--- config.mk ---
export PLATFORM = sky130hd
export DESIGN_NAME = oadev_win
export DESIGN_NICKNAME = d
export VERILOG_FILES = /design/src/rtl/overlapping_allan_deviation_core_assert.svh /design/src/rtl/oadev_pkg.sv /design/src/rtl/oadev_win.sv
export SDC_FILE = /design/constraint.sdc
export NUM_CORES = 2
export LEC_CHECK = 0
export BUFFER_PORTS_ARGS = -buffer_cell sky130_fd_sc_hd__buf_2
export CAP_MARGIN = 20
export CORE_UTILIZATION = 45
export DETAILED_ROUTE_END_ITERATION = 10
export GPL_TIMING_DRIVEN = 0
export SETUP_SLACK_MARGIN = 0.05
export SYNTH_ARGS = -nofsm -noshare
export SYNTH_HDL_FRONTEND = slang
export SYNTH_SLANG_ARGS = --single-unit
--- constraint.sdc ---
create_clock -name clk_i -period 21.8 [get_ports clk_i]
set_clock_uncertainty 0.15 [all_clocks]
set_input_delay 4.36 -clock clk_i [delete_from_list [all_inputs] [get_ports clk_i]]
set_output_delay 4.36 -clock clk_i [all_outputs]
set_load 0.02 [all_outputs]
--- src/rtl/overlapping_allan_deviation_core_assert.svh ---
// ----------------------------------------------------------------------------
// Assertion macros for the overlapping Allan deviation core
// Clocked on clk_i, disabled while rst_ni is low.
// ----------------------------------------------------------------------------
`ifndef OVERLAPPING_ALLAN_DEVIATION_CORE_ASSERT_SVH
`define OVERLAPPING_ALLAN_DEVIATION_CORE_ASSERT_SVH

// same-cycle implication
`define OADEV_ASSERT(lbl, pre, post, msg) \
  lbl: assert property (@(posedge clk_i) disable iff (!rst_ni) (pre) |-> (post)) else $error(msg);

// next-cycle implication
`define OADEV_ASSERT_NEXT(lbl, pre, post, msg) \
  lbl: assert property (@(posedge clk_i) disable iff (!rst_ni) (pre) |=> (post)) else $error(msg);

`endif

--- src/rtl/oadev_pkg.sv ---
// ----------------------------------------------------------------------------
// oadev_pkg
// Shared types and constants of the overlapping Allan deviation core.
// ----------------------------------------------------------------------------
package oadev_pkg;

  localparam int SampleW = 16;
  localparam int WlW     = 9;
  localparam int DevW    = 24;
  localparam int TermW   = 17;
  localparam int AccW    = 64;
  localparam int QuoW    = 48;   // quotient S*2^16/den when it fits
  localparam int RootW   = 24;   // square root of QuoW bits
  localparam int TauSqW  = 18;   // tau*tau with tau < 512

  localparam logic [DevW-1:0] DevMax = '1;

  typedef enum logic [1:0] {
    STATUS_OK    = 2'd0,
    STATUS_SHORT = 2'd1,
    STATUS_SAT   = 2'd2
  } oadev_status_e;

  typedef struct packed {
    logic signed [SampleW-1:0] sample;
    logic                      last;
  } oadev_in_t;

  typedef struct packed {
    logic [DevW-1:0]  deviation;
    logic [TermW-1:0] term_count;
    oadev_status_e    status;
  } oadev_out_t;

  // per-sample sequencer
  typedef enum logic [2:0] {
    ST_IDLE,
    ST_UPD,
    ST_DIFF,
    ST_SQ,
    ST_ACC,
    ST_START,
    ST_WAIT
  } oadev_state_e;

  // final divide / root sequencer
  typedef enum logic [2:0] {
    R_IDLE,
    R_TSQ,
    R_DEN,
    R_CHK,
    R_DIV,
    R_SQRT,
    R_DONE
  } oadev_root_state_e;

  typedef struct packed {
    logic clear;
    logic full;
    logic upd;
    logic diff;
    logic sq;
    logic acc;
  } oadev_win_ctl_t;

endpackage

--- src/rtl/oadev_win.sv ---
// ----------------------------------------------------------------------------
// oadev_win
// Run state: two sliding window sums, squared difference accumulator,
// sample count and saturation flag.
// ----------------------------------------------------------------------------
module oadev_win #(
  parameter int CntW = 17,
  parameter int SumW = 25
) (
  input  logic                                 clk_i,
  input  logic                                 rst_ni,
  input  oadev_pkg::oadev_win_ctl_t            ctl_i,
  input  logic [oadev_pkg::WlW-1:0]            tau_i,
  input  logic signed [oadev_pkg::SampleW-1:0] sample_i,
  input  logic signed [oadev_pkg::SampleW-1:0] tap_late_i,
  input  logic signed [oadev_pkg::SampleW-1:0] tap_early_i,
  output logic [CntW-1:0]                      cnt_o,
  output logic                                 sat_o,
  output logic [oadev_pkg::AccW-1:0]           acc_o
);
  import oadev_pkg::*;

  localparam int DiffW = SumW + 1;
  localparam int SqW   = 2 * DiffW;

  logic signed [SumW-1:0]  late_q, late_d;
  logic signed [SumW-1:0]  early_q, early_d;
  logic signed [DiffW-1:0] diff_q;
  logic [SqW-1:0]          sq_q;
  logic [AccW-1:0]         acc_q;
  logic [CntW-1:0]         cnt_q;
  logic                    sat_q;
  logic                    pair_q;

  logic signed [SqW-1:0]   prod;
  logic [AccW:0]           acc_sum;
  logic [31:0]             two_tau;
  logic                    ge_tau, ge_2tau, pair_d;

  always_comb begin
    two_tau = 32'(tau_i) << 1;
    ge_tau  = 32'(cnt_q) >= 32'(tau_i);
    ge_2tau = 32'(cnt_q) >= two_tau;
    pair_d  = (32'(cnt_q) + 32'd1) >= two_tau;

    late_d  = late_q + SumW'(sample_i);
    early_d = early_q;
    if (ge_tau) begin
      // sample n-tau moves from the late window into the early one
      late_d  = late_d - SumW'(tap_late_i);
      early_d = early_q + SumW'(tap_late_i);
      if (ge_2tau) begin
        early_d = early_d - SumW'(tap_early_i);
      end
    end

    prod    = diff_q * diff_q;
    acc_sum = {1'b0, acc_q} + (AccW + 1)'(sq_q);
  end

  always_ff @(posedge clk_i or negedge rst_ni) begin
    if (!rst_ni) begin
      late_q  <= '0;
      early_q <= '0;
      diff_q  <= '0;
      sq_q    <= '0;
      acc_q   <= '0;
      cnt_q   <= '0;
      sat_q   <= 1'b0;
      pair_q  <= 1'b0;
    end else if (ctl_i.clear) begin
      late_q  <= '0;
      early_q <= '0;
      acc_q   <= '0;
      cnt_q   <= '0;
      sat_q   <= 1'b0;
      pair_q  <= 1'b0;
    end else begin
      if (ctl_i.full) begin
        sat_q <= 1'b1;
      end
      if (ctl_i.upd) begin
        late_q  <= late_d;
        early_q <= early_d;
        cnt_q   <= cnt_q + 1'b1;
        pair_q  <= pair_d;
      end
      if (ctl_i.diff) begin
        diff_q <= DiffW'(late_q) - DiffW'(early_q);
      end
      if (ctl_i.sq) begin
        sq_q <= $unsigned(prod);
      end
      if (ctl_i.acc && pair_q) begin
        if (acc_sum[AccW]) begin
          acc_q <= '1;
          sat_q <= 1'b1;
        end else begin
          acc_q <= acc_sum[AccW-1:0];
        end
      end
    end
  end

  assign cnt_o = cnt_q;
  assign sat_o = sat_q;
  assign acc_o = acc_q;

endmodule

# Yosys cells after proc, flatten, opt, wreduce, memory -nomap -nowiden
# Index checks and enable logic that the tools add are counted.
# totals
in_bits,65
word_cells,46
output_inout_bits,82
ff_bits,211
# op_classes
n_addsub,8
n_mux,18
reduce_logical,7
bitwise,1
magnitude_cmp,3
mul,1
# ops
operator,n
$mux 64,3
$mux 25,7
$add 64x52->65,1
$mul 26x26->52,1
$add 25x16->25,2
$sub 25x16->25,2
$mux 17,2
$sub 25x25->26,1
$add 17x1->18 const B,1
$ge 18x10->1,1
$add 17x1->17 const B,1
$ge 17x10->1,1
$ge 17x9->1,1
$mux 1,6
$reduce_and 2->1,3
$reduce_bool 2->1,3
$logic_and 1x1->1,1
$not 1->1,1

# Longest topological paths before layout
# depth
word_depth,6
depth_mapped,31
ltp_nobuf,29

# Least setup slack after synthesis
# OpenSTA, ideal clock, no wires.
# synth_timing
kind,input port to flip-flop
startpoint,input port sample_i[0] (netlist bit)
endpoint,register late_q[24]
setup_ns,0.137
t_arrival_ns,8.424
t_required_ns,21.513
path_buffers,0
path_slack_ns,13.090
cell_stages,22
cell_sequence,ha_1 > fa_1 > a211oi_1 > o21bai_1 > a31o_2 > a21boi_0 > a21oi_1 > o21a_1 > nor2_1 > xnor2_1 > ha_1 > or4_1 > nor2_1 > nor2_1 > o21a_1 > a41o_1 > mux2i_1 > nor2_1 > xor2_1 > xnor2_1 > a21o_1 > a21oi_1
# synth_between
elab_chain_cells,5
# synth_rtl
item,line,text
"start, declared",oadev_win.sv:14,"input logic signed [oadev_pkg::SampleW-1:0] sample_i,"
$add 25x16->25 (*),oadev_win.sv:46,late_d = late_q + SumW'(sample_i);
$sub 25x16->25,oadev_win.sv:50,late_d = late_d - SumW'(tap_late_i);
$mux 25 (*),oadev_win.sv:48,if (ge_tau) begin
$mux 25 (*),oadev_win.sv:82,if (ctl_i.upd) begin
$mux 25 (*),oadev_win.sv:71,end else if (ctl_i.clear) begin
"end signal, assigned",oadev_win.sv:83,late_q <= late_d;
"end, declared",oadev_win.sv:26,"logic signed [SumW-1:0] late_q, late_d;"
# Every way passes the cells marked *; elsewhere a longest branch is shown, timed or not. The select of a mux whose other input is x is not followed.
# A chain may end at the register's enable or synchronous reset.

# Worst setup path after layout
# layout_timing
startpoint,register diff_q[25]
endpoint,register sq_q[51]
# layout_between
elab_chain_cells,1
# layout_rtl
item,line,text
"start, declared",oadev_win.sv:28,logic signed [DiffW-1:0] diff_q;
"start signal, assigned",oadev_win.sv:89,diff_q <= DiffW'(late_q) - DiffW'(early_q);
$mul 26x26->52,oadev_win.sv:57,prod = diff_q * diff_q;
"end signal, assigned",oadev_win.sv:92,sq_q <= $unsigned(prod);
"end, declared",oadev_win.sv:29,logic [SqW-1:0] sq_q;
# Every way passes these cells.

==> summary.txt <==
GR Layer Usage met1: 0.3596
Die width: 300.3 um
HP Class: register to register
Final Hold Vio Count: 0
Clock Latency Late Sink: 0.56 ns
Cell taking the most area after synthesis: fa_1
List of most frequent post-synthesis cells: 914 x inv_1, 663 x fa_1, 413 x nand2_1
Largest delay share family, worst path: adder cells
Mapped cell area: 0.04005 mm2
Post-synth EDFFs: 0
Most common cell in the netlist: inv_1
Met2 GRT Util: 0.4455
Initial Utilization: 0.4539
Residual DRC: 0
Crit path max fanout: 14
# setup viols final: 0
GRT Util Overall: 0.2706
Clock transition at path regs: 0.07 ns
Register bit total from synthesis: 210
Synth Warn #: 0
Area added between synthesis and finish: 7.633%
Max-cap violation count: 0
Worst Tran Pin Value: 1.175 ns
WP buf/inv: 8
CTS resizes: 0
Slowest cell on the critical path: fa_1
Seq/Total Area, Yosys: 0.1312
Max Clk Rate: 96.70 MHz
Die extent in y: 300.3 um
Num rows: 109
M3 GR Usage: 0.04242
Worst Setup Path Type: register to register
Total wire length: 119300 um
Total gr overflow: 0
Data required time of the worst path: 22.07 ns
Antenna Nets Post-Route: 0
Top-area cell type share of the netlist area: 0.3314
H-tree depth: 1
Layout cells sized above 1: 0.05182
Tcrit/Tclk final: 0.4744
Number of buffers added on ports: 146
Router iterations before antenna repair: 5
Syn nets: 5603
Core footprint: 0.08824 mm2
RSZ-0062 raised after global routing: false
Pin count of the biggest net entering global routing: 111
WL/cell: 20.30 um
Count of different cell masters after synthesis: 88
Fraction of registers with async set/reset: 1.000
Via Count: 31459
I/O Pins: 147
Final setup TNS: 0 ns
CTS Root Cell: clkbuf_16
Syn_area_per_cell: 8.860 um2
Clock Tree Buf Depth: 3
Top cells by area, synth: fa_1 33%, dfrtp_1 13%, ha_1 11%, inv_1 8.6%, nand2_1 3.9%
Post-synthesis cell count: 4520
Max transition margin: 0.2165
Die footprint: 0.09019 mm2
Via density: 5.355
Busiest grt layer: met2
Clk sinks: 210
Worst path max stage delay: 1.21 ns
Inserted Clock Buffers: 25
GPL Wtd Cong: 0.9966
Synth Flop Type: dfrtp_1
Post-CTS Setup Bufs: 0
CTS tree: built
Run status: completed
Vias in the first global route: 32670
Initial antenna violation count: 3
Tmin final: 10.34 ns
Nets: 5778
Most used cell, CP: fa_1
CP endpoint kind: register
First-pass GRT wire length: 187400 um
Startpoint types: register
Max Slew Vio Count: 0
DRT iter0 DRCs: 2030
HPWL Detailed: 99450 um
CTS Hold Bufs: 0
Critical Path AT: 10.61 ns
-- logic make-up (layout without fill, tap and decap cells) --
| family | count (synthesis) | after routing | synth area share |
|---|---|---|---|
| and+or+nand+nor | 1075 | 1075 | 0.1267 |
| DFF | 210 | 210 | 0.1312 |
| other | 0 | 1 | 0 |
| muxes | 25 | 25 | 0.006436 |
| buffers and inverters | 1087 | 1276 | 0.1022 |
| xor gates and xnor gates | 248 | 248 | 0.05424 |
| AOI/OAI and AO/OA | 857 | 857 | 0.1369 |
| adders and majority gates | 1018 | 1018 | 0.4423 |
-- through the flow --
stage	std cells	cell area (um2)	worst slack (ns)	hold WS [ns]	util
after global placement	5831	42240	11.53	0.3259	0.4787
final	5875	43100	11.46	0.3394	0.4885
after detailed placement	5833	42300	11.43	0.3310	0.4794
after CTS	5874	43100	11.38	0.3458	0.4885
after global routing	5875	43100	11.11	0.3706	0.4885
after floorplan	4520	40050	13.09	0.3038	-
-- cell type report --
type                            instances  area, um2
Multi-Input combinational cell       3223      30700
Buffer                                171      653.1
Fill cell                            8624      45130
Clock inverter                         10      112.6
Sequential cell                       210       5255
Clock buffer                           31      688.2
Tap cell                             1165       1458
Inverter                              916       3438
Timing Repair Buffer                  148      795.8
Antenna cell                            1      2.502
-- final timing paths --
path                              to       start  slack [ns]  cells after the start
setup / recovery            sq_q[51]  diff_q[25]       11.46                     27
hold / removal               sq_q[9]     sq_q[9]        0.34                      2
min in group asynchronous  acc_o[16]      rst_ni        3.69                      1
hold reg to reg              sq_q[9]     sq_q[9]        0.34                      2
setup reg to reg            sq_q[51]  diff_q[25]       11.46                     27
max in group asynchronous  late_q[1]      rst_ni       16.75                      2
-- routing by layer --
layer / vias to the layer above / part of all wire
li1: 14770 / -
met1: 15578 / 0.43
met2: 871 / 0.47
met3: 238 / 0.060
met4: 2 / 0.044
met5: - / 0.000075
-- flip-flops by register name, summed over array words and instances (netlist names) --
name and flops:
late_q 25, acc_o 64, cnt_o 17, sq_q 51, sat_o 1, diff_q 26, early_q 25, pair_q 1
-- placed cells by master (no fill, tap or decap), drive strengths merged, types with 22 or more instances in the layout --
master,netlist,final
o21ai,223,223
ha,355,355
nand2b,36,36
and3,43,43
a21o,122,122
buf,12,160
nor2,233,233
inv,915,916
nor3,34,34
xor2,110,110
o21a,28,28
dfrtp,210,210
nor2b,43,43
a21oi,245,245
nand3,58,58
and2,138,138
xnor2,138,138
nand2,414,414
a311oi,22,22
a31oi,32,32
a211oi,58,58
clkbuf,159,190
o21bai,22,22
nand4,35,35
fa,663,663
-- worst register-to-register path, cell delays in order (launching register included) --
cell,delay (ns)
dfrtp_1,0.63
clkbuf_1,0.66
clkbuf_1,0.65
nand2_1,0.28
inv_1,0.15
fa_1,0.53
fa_1,0.43
fa_1,1.21
inv_1,0.46
fa_1,0.60
inv_1,0.05
fa_1,0.54
inv_1,0.05
fa_1,0.55
inv_1,0.06
ha_1,0.28
clkbuf_1,0.29
nand2_1,0.11
or4_1,0.53
or3_1,0.41
nor2_1,0.16
o2bb2ai_1,0.13
a211o_1,0.23
nand3_1,0.18
o21ai_1,0.30
a21oi_1,0.13
xnor2_1,0.35
o21ai_1,0.10
Power is not shown: default switching activity piles up to over one toggle a cycle in this logic, so the estimate is an artifact.
