File: src/rtl/overlapping_allan_deviation_core_assert.svh
// ----------------------------------------------------------------------------
// Assertion macros for the overlapping Allan deviation core
// Clocked on clk_i, disabled while rst_ni is low.
// ----------------------------------------------------------------------------
`ifndef OVERLAPPING_ALLAN_DEVIATION_CORE_ASSERT_SVH
`define OVERLAPPING_ALLAN_DEVIATION_CORE_ASSERT_SVH

// same-cycle implication
`define OADEV_ASSERT(lbl, pre, post, msg) \
  lbl: assert property (@(posedge clk_i) disable iff (!rst_ni) (pre) |-> (post)) else $error(msg);

// next-cycle implication
`define OADEV_ASSERT_NEXT(lbl, pre, post, msg) \
  lbl: assert property (@(posedge clk_i) disable iff (!rst_ni) (pre) |=> (post)) else $error(msg);

`endif

File: src/rtl/oadev_pkg.sv
// ----------------------------------------------------------------------------
// oadev_pkg
// Shared types and constants of the overlapping Allan deviation core.
// ----------------------------------------------------------------------------
package oadev_pkg;

  localparam int SampleW = 16;
  localparam int WlW     = 9;
  localparam int DevW    = 24;
  localparam int TermW   = 17;
  localparam int AccW    = 64;
  localparam int QuoW    = 48;   // quotient S*2^16/den when it fits
  localparam int RootW   = 24;   // square root of QuoW bits
  localparam int TauSqW  = 18;   // tau*tau with tau < 512

  localparam logic [DevW-1:0] DevMax = '1;

  typedef enum logic [1:0] {
    STATUS_OK    = 2'd0,
    STATUS_SHORT = 2'd1,
    STATUS_SAT   = 2'd2
  } oadev_status_e;

  typedef struct packed {
    logic signed [SampleW-1:0] sample;
    logic                      last;
  } oadev_in_t;

  typedef struct packed {
    logic [DevW-1:0]  deviation;
    logic [TermW-1:0] term_count;
    oadev_status_e    status;
  } oadev_out_t;

  // per-sample sequencer
  typedef enum logic [2:0] {
    ST_IDLE,
    ST_UPD,
    ST_DIFF,
    ST_SQ,
    ST_ACC,
    ST_START,
    ST_WAIT
  } oadev_state_e;

  // final divide / root sequencer
  typedef enum logic [2:0] {
    R_IDLE,
    R_TSQ,
    R_DEN,
    R_CHK,
    R_DIV,
    R_SQRT,
    R_DONE
  } oadev_root_state_e;

  typedef struct packed {
    logic clear;
    logic full;
    logic upd;
    logic diff;
    logic sq;
    logic acc;
  } oadev_win_ctl_t;

endpackage

File: src/rtl/oadev_root.sv
// ----------------------------------------------------------------------------
// oadev_root
// End-of-run result: den = 2*nt*tau^2, q = floor(S*2^16/den) by restoring
// division (one bit a cycle), deviation = isqrt(q) (one bit a cycle).
// ----------------------------------------------------------------------------
module oadev_root #(
  parameter int CntW = 17
) (
  input  logic                       clk_i,
  input  logic                       rst_ni,
  input  logic                       start_i,
  input  logic                       ack_i,
  input  logic [oadev_pkg::AccW-1:0] acc_i,
  input  logic [CntW-1:0]            cnt_i,
  input  logic [oadev_pkg::WlW-1:0]  tau_i,
  input  logic                       sat_i,
  output logic                       done_o,
  output oadev_pkg::oadev_out_t      result_o
);
  import oadev_pkg::*;

  localparam int ProdW = CntW + TauSqW;
  localparam int DenW  = ProdW + 1;
  localparam int CmpW  = (DenW > 32) ? DenW : 32;
  localparam int StepW = $clog2(QuoW);

  oadev_root_state_e state_q, state_d;

  oadev_out_t         res_q;
  logic [AccW-1:0]    acc_q;
  logic [CntW-1:0]    nt_q;
  logic [WlW-1:0]     tau_q;
  logic [TauSqW-1:0]  tsq_q;
  logic [DenW-1:0]    den_q;
  logic [DenW-1:0]    rem_q;
  logic [QuoW-1:0]    wrk_q;
  logic [RootW-1:0]   root_q;
  logic [RootW+1:0]   srem_q;
  logic [StepW-1:0]   step_q;

  logic [31:0]        two_tau;
  logic               short_run;
  logic [CntW-1:0]    nt;
  logic [ProdW-1:0]   nt_tsq;
  logic               quo_ovf;
  logic [DenW:0]      div_try, div_sub;
  logic               div_ge;
  logic [RootW+1:0]   sq_try, sq_trial;
  logic               sq_ge;

  always_comb begin
    two_tau   = 32'(tau_i) << 1;
    short_run = 32'(cnt_i) < two_tau;
    nt        = CntW'(32'(cnt_i) - two_tau + 32'd1);
    nt_tsq    = ProdW'(nt_q) * ProdW'(tsq_q);
    // q >= 2^48 exactly when S/2^32 >= den
    quo_ovf   = CmpW'(acc_q[AccW-1:32]) >= CmpW'(den_q);
    div_try   = {rem_q, wrk_q[QuoW-1]};
    div_ge    = div_try >= {1'b0, den_q};
    div_sub   = div_try - {1'b0, den_q};
    sq_try    = {srem_q[RootW-1:0], wrk_q[QuoW-1 -: 2]};
    sq_trial  = {root_q, 2'b01};
    sq_ge     = sq_try >= sq_trial;
  end

  always_ff @(posedge clk_i or negedge rst_ni) begin
    if (!rst_ni) begin
      state_q <= R_IDLE;
    end else begin
      state_q <= state_d;
    end
  end

  always_comb begin
    state_d = state_q;
    unique case (state_q)
      R_IDLE: begin
        if (start_i) begin
          state_d = (short_run || sat_i) ? R_DONE : R_TSQ;
        end
      end
      R_TSQ: state_d = R_DEN;
      R_DEN: state_d = R_CHK;
      R_CHK: state_d = quo_ovf ? R_DONE : R_DIV;
      R_DIV: begin
        if (step_q == '0) begin
          state_d = R_SQRT;
        end
      end
      R_SQRT: begin
        if (step_q == '0) begin
          state_d = R_DONE;
        end
      end
      R_DONE: begin
        if (ack_i) begin
          state_d = R_IDLE;
        end
      end
      default: state_d = R_IDLE;
    endcase
  end

  always_ff @(posedge clk_i) begin
    unique case (state_q)
      R_IDLE: begin
        if (start_i) begin
          acc_q <= acc_i;
          tau_q <= tau_i;
          nt_q  <= nt;
          if (short_run) begin
            res_q.deviation  <= '0;
            res_q.term_count <= '0;
            res_q.status     <= STATUS_SHORT;
          end else begin
            // all ones stands for saturation and quotient overflow alike
            res_q.deviation  <= DevMax;
            res_q.term_count <= TermW'(nt);
            res_q.status     <= sat_i ? STATUS_SAT : STATUS_OK;
          end
        end
      end
      R_TSQ: tsq_q <= TauSqW'(tau_q) * TauSqW'(tau_q);
      R_DEN: den_q <= {nt_tsq, 1'b0};
      R_CHK: begin
        rem_q  <= DenW'(acc_q[AccW-1:32]);
        wrk_q  <= {acc_q[31:0], 16'h0000};
        step_q <= StepW'(QuoW - 1);
      end
      R_DIV: begin
        // dividend bits shift out the top, quotient bits shift in below
        rem_q <= div_ge ? div_sub[DenW-1:0] : div_try[DenW-1:0];
        wrk_q <= {wrk_q[QuoW-2:0], div_ge};
        if (step_q == '0) begin
          srem_q <= '0;
          root_q <= '0;
          step_q <= StepW'(RootW - 1);
        end else begin
          step_q <= step_q - 1'b1;
        end
      end
      R_SQRT: begin
        srem_q <= sq_ge ? (sq_try - sq_trial) : sq_try;
        root_q <= {root_q[RootW-2:0], sq_ge};
        wrk_q  <= wrk_q << 2;
        step_q <= step_q - 1'b1;
        if (step_q == '0) begin
          res_q.deviation <= {root_q[RootW-2:0], sq_ge};
        end
      end
      R_DONE: ;
      default: ;
    endcase
  end

  assign done_o   = (state_q == R_DONE);
  assign result_o = res_q;

endmodule

File: config.mk
export PLATFORM = sky130hd
export DESIGN_NAME = oadev_root
export DESIGN_NICKNAME = d
export VERILOG_FILES = /design/src/rtl/overlapping_allan_deviation_core_assert.svh /design/src/rtl/oadev_pkg.sv /design/src/rtl/oadev_root.sv
export SDC_FILE = /design/constraint.sdc
export NUM_CORES = 1
export LEC_CHECK = 0
export BUFFER_PORTS_ARGS = -buffer_cell sky130_fd_sc_hd__buf_2
export CAP_MARGIN = 0
export CORE_ASPECT_RATIO = 1.75
export CORE_MARGIN = 4
export CORE_UTILIZATION = 65
export DETAILED_ROUTE_END_ITERATION = 16
export HOLD_SLACK_MARGIN = 0.06
export MAX_ROUTING_LAYER = met4
export PLACE_DENSITY = 0.95
export SLEW_MARGIN = 30
export SYNTH_ARGS = -nofsm -noshare
export SYNTH_HDL_FRONTEND = slang
export SYNTH_SLANG_ARGS = --single-unit
File: constraint.sdc
create_clock -name clk_i -period 40.7 [get_ports clk_i]
set_input_delay 2.035 -clock clk_i [delete_from_list [all_inputs] [get_ports clk_i]]
set_output_delay 2.035 -clock clk_i [all_outputs]
set_load 0.02 [all_outputs]
Word level (Yosys, flattened, before mapping):

Index checks and enable logic that the tools add are counted.

* flip-flop bits (word level): 327
* bits of input ports: 95
* logic and storage cells: 68

* add/subtract/negate cells: 5
* $mul: 2
* magnitude comparators: 4
* equality and inequality tests: 10
* muxes and demuxes: 22
* reduce and logical (&&, ||, !) cells: 11

Operators by type and width (number)
* one-hot mux 24 bit (2 select lines): 3
* one-hot mux 48 bit (3 select lines): 1
* two-way mux 24 bit: 4
* two-way mux 43 bit: 2
* one-hot mux 36 bit (2 select lines): 1
* greater-or-equal comparator 37 x 36 -> 1 bit: 1
* greater-or-equal comparator 32 x 36 -> 1 bit: 1
* two-way mux 36 bit: 1
* subtractor 36 bit: 1
* multiplier 17 x 18 -> 35 bit: 1
* greater-or-equal comparator 26 bit: 1
* subtractor 24 bit: 1
* one-hot mux 3 bit (7 select lines): 1
* multiplier 9 x 9 -> 18 bit: 1
* one-hot mux 6 bit (3 select lines): 1
* adder 17 x 2 -> 17 bit, second input constant: 1
* < comparator 17 x 10 -> 1 bit: 1
* subtractor 17 x 10 -> 17 bit: 1
* two-way mux 3 bit: 5
* equality test 3 bit, second input constant: 3
* inequality test 2 bit, second input constant: 4
* equality test 3 x 2 -> 1 bit, second input constant: 2
* logical NOT 6 bit: 1
* two-way mux 6 bit: 1
* other kinds (10): 14

Longest topological paths before layout:

* depth after elaboration: 5
* mapped depth: 25

Least setup slack after synthesis:

No wires, ideal clock.

* kind: in2reg
* start: input port start_i
* end: register res_q, in the netlist result_o[19] (enable)
* arrival: 14.564 ns
* data required time: 40.290 ns
* slack: 25.726 ns
* cell stages on the path: 2
* path through: nor4b_1 > o21bai_1

* word-level cells in the longest chain between the ends: 2

RTL lines
* start: declaration: RTL line oadev_root.sv:11 `input logic start_i,`
* inequality test 2 bit (no source line)
* AND reduction 3 bit (no source line)
* end: declaration: RTL line oadev_root.sv:29 `oadev_out_t res_q;`

No other way between the ends.
A chain may end at the register's enable or synchronous reset.

Final worst setup path:

* start: register tsq_q[5]
* end: register den_q[33] (data pin)

* word-level cells in the longest chain between the ends: 1

RTL lines
* start: declaration: RTL line oadev_root.sv:33 `logic [TauSqW-1:0] tsq_q;`
* start signal: assignment: RTL line oadev_root.sv:123 `R_TSQ: tsq_q <= TauSqW'(tau_q) * TauSqW'(tau_q);`
* multiplier 17 x 18 -> 35 bit: RTL line oadev_root.sv:55 `nt_tsq = ProdW'(nt_q) * ProdW'(tsq_q);`
* net nt_tsq[32]: RTL line oadev_root.sv:44 `logic [ProdW-1:0] nt_tsq;`
* end signal: assignment: RTL line oadev_root.sv:124 `R_DEN: den_q <= {nt_tsq, 1'b0};`
* end: declaration: RTL line oadev_root.sv:34 `logic [DenW-1:0] den_q;`

The timed path passes the listed nets, and every way through them passes these cells.

==> results.py <==
metrics = {
    "setup_path": {
        "reg2reg_from": "tsq_q[5]",
        "worstPathMaxFanout": 17,
        "critPathSlowestCell": "edfxtp_1",
        "r2r_slack_ps": 33590,
        "cp_cell_sequence": "nand2_1, fa_1, inv_1, fa_1, inv_1, fa_1, inv_1, fa_1, fa_1, inv_1, fa_1, inv_1, ha_1, a21o_1, a21o_1, a221oi_1, o21ai_1, a41o_1, nand2b_1, a21boi_1, o41ai_1, o21ai_0, xnor2_1",
        "crit_path_start_kind": "flop",
        "setup.worst_path.start": "tsq_q[5]",
        "cpMostUsedCell": "fa_1",
        "cp-end-kind": "flop",
        "criticalPathCategory": "reg -> reg",
        "cpPeakStageDelay_ps": 790,
        "reg2reg_to": "den_q[33]",
        "arrival_ps": 7480,
        "required_ps": 41060,
        "rr_worst_depth": 23,
    },
    "clock_tree": {
        "root_buffer": "clkbuf_16",
        "cts_made_buffers": 30,
        "cts_buffer_depth": 3,
        "cts_sinks": 326,
        "postCtsSetupRepairBufs": 0,
        "htreeDepth": 1,
        "path_clk_slew_ps": 70,
        "cts_resized": 0,
        "postCtsHoldBufs": 0,
        "cts_tree": "done",
        "worstSkewPairLatency_ps": 610,
    },
    "synth": {
        "syn_inst": 2786,
        "async_reset_ff_share_pct": 0.920,
        "ys_types": 70,
        "synth_edf_count": 323,
        "synth.avg_cell_area_um2": 10.3,
        "synth_seq_cells": 326,
        "yosysWarningCount": 0,
        "synth_top_area_share_pct": 33.8,
        "post-synth-top-count-cell": "inv_1",
        "ys_top_cells_by_count": "inv_1 (446), edfxtp_1 (323), nand2_1 (284)",
        "synth_flop_cell": "edfxtp_1",
        "ys_seq_area_share_pct": 34.1,
        "syn_area_um2": 28700,
        "yosysTopAreaCell": "edfxtp_1",
        "yosys-top-cells-area": "edfxtp_1 (34%), fa_1 (19%), ha_1 (12%), inv_1 (5.8%), and2_1 (3.8%)",
    },
    "floorplan": {
        "core_area_um2": 43600,
        "initial_core_util_pct": 65.8,
        "die_height_um": 286,
        "rows": 101,
        "die_area_um2": 47700,
        "ios": 139,
        "die_w_um": 167,
    },
    "global_route": {
        "grt_antenna_before_repair": 1,
        "met1_usage_pct": 29.5,
        "overflow": 0,
        "met3_usage_pct": 3.10,
        "met2_usage_pct": 53.6,
        "grt_pass1_wl_um": 109000,
        "track_usage_pct": 28.7,
        "grt_pass1_vias": 22500,
        "grt_max_degree": 81,
        "grt-busiest-layer": "met2",
    },
    "drt": {
        "vias": 20600,
        "vias_per_cell": 5.93,
        "drt-total-wl_um": 66600,
        "drt_iter0_drc": 1670,
        "firstDrtPassIters": 5,
        "drc": 0,
        "routedWlPerCell_um": 19.2,
        "antenna_left": 0,
    },
    "timing": {
        "fmax_mhz": 141,
        "rsz0062_at_grt": "no",
        "final_max_slew_viol_count": 0,
        "setup_viol": 0,
        "relSlewSlack_pct": 37.5,
        "hold_ws_ps": 540,
        "period_share_pct": 17.5,
        "hold_violations": 0,
        "period_needed_ps": 7110,
        "fin_skew_ps": 29.5,
        "worst_pin_slew_ps": 938,
        "tns_ps": 0,
    },
    "worst_hold_path": {
        "hold_class": "reg -> reg",
        "holdPathStages": 2,
        "holdPathEnd": "wrk_q[31]",
        "min_from": "acc_q[15]",
    },
    "cells_and_area": {
        "drive_above_1_share_pct": 7.60,
        "n_fill_cell": 2971,
        "nets": 3519,
        "area_growth_pct": 7.45,
    },
    "outcome": {
        "status": "finished clean",
    },
    "place": {
        "place_hpwl_um": 51300,
        "port_buffers": 138,
        "place.gp.congestion": 0.946,
    },
    "run": {
        "drv_cap": 0,
    },
}
-- routing by layer --
metal | vias up | wire length (um)
met5 | - | 0
met1 | 10100 | 22800
met3 | 300 | 3090
met2 | 809 | 36800
met4 | 0 | 3930
li1 | 9410 | -
-- layout by cell type (no fill, tap or decap), types with 6 or more instances in the layout --
cell	netlist	layout
nand3_1	31	31
o21ai_1	25	25
o31ai_1	8	8
nand2b_1	17	16
mux2i_1	73	73
and2_1	174	174
a21oi_1	109	108
ha_1	265	265
buf_4	0	14
a21o_1	57	57
xnor2_1	77	77
nand2_1	284	281
a211oi_1	11	11
o21a_1	10	10
buf_2	4	138
o21bai_1	21	20
nor2_1	142	142
inv_1	446	446
clkinv_1	1	6
o211ai_1	11	11
clkbuf_16	0	30
clkinv_2	0	6
and3_1	16	16
nand4_1	11	11
fa_1	272	272
conb_1	2	10
a31oi_1	11	11
nor3_1	23	22
edfxtp_1	323	323
o21ai_0	117	117
or3_1	10	10
nor2b_1	35	35
a221oi_1	6	6
xor2_1	36	36
-- logic make-up after synthesis --
kind of cell             synth area share, %
multiplexers                            2.59
adder cells (fa/ha/maj)                 30.5
other                                 0.0262
AND/OR/NAND/NOR                         12.9
flip-flops                              34.1
XOR/XNOR                                3.45
AO/OA/AOI/OAI                           9.26
buffers and inverters                   7.18
-- through the flow --
step                      util, %  worst slack [ps]  area (um^2)  cells
after floorplan                 -             25730        28700   2794
after global placement       68.6             33770        29900   3421
after detailed placement     68.6             33610        29900   3421
after CTS                    70.7             33590        30800   3473
after global routing         70.7             33240        30800   3474
final                        70.7             33590        30800   3474
-- flip-flops by register name, indices dropped and copies added (netlist names) --
signal	count
acc_q	64
den_q	35
nt_q	17
rem_q	36
result_o	43
root_q	24
srem_q	24
state_q	3
step_q	6
tau_q	9
tsq_q	17
wrk_q	48
-- worst max-delay path by stage --
stage	end	slack (ps)	cells after the start
2_1_floorplan	result_o[19]	25730	2
3_3_place_gp	den_q[33]	33770	23
3_5_place_dp	den_q[33]	33610	23
4_1_cts	den_q[33]	33590	23
5_1_grt	den_q[33]	33240	23
6_report	den_q[33]	33590	23
-- worst max-delay path: cells and delay by family, from the launching register on --
family | cells | cell delay (ps)
fa+ha+maj | 7 | 3490
compound gates | 8 | 1890
flops | 1 | 790
simple gates | 2 | 280
buf+inv | 5 | 260
xor+xnor | 1 | 170
-- area by class of cell --
class                      instances  area [um^2]  share of cell area [%]
sequential                       326         9780                    31.7
clock buffer                      31          754                    2.45
inverter                         447         1680                    5.44
multi-input combinational       1930        16900                    55.0
antenna                            1         2.50                 0.00811
tap                              566          708                    2.30
timing repair buffer             152          796                    2.58
clock inverter                    21          174                   0.564
Power is left out: the tool's default activity adds up to more than one toggle a clock period on the data nets, which glitch-free logic cannot reach.
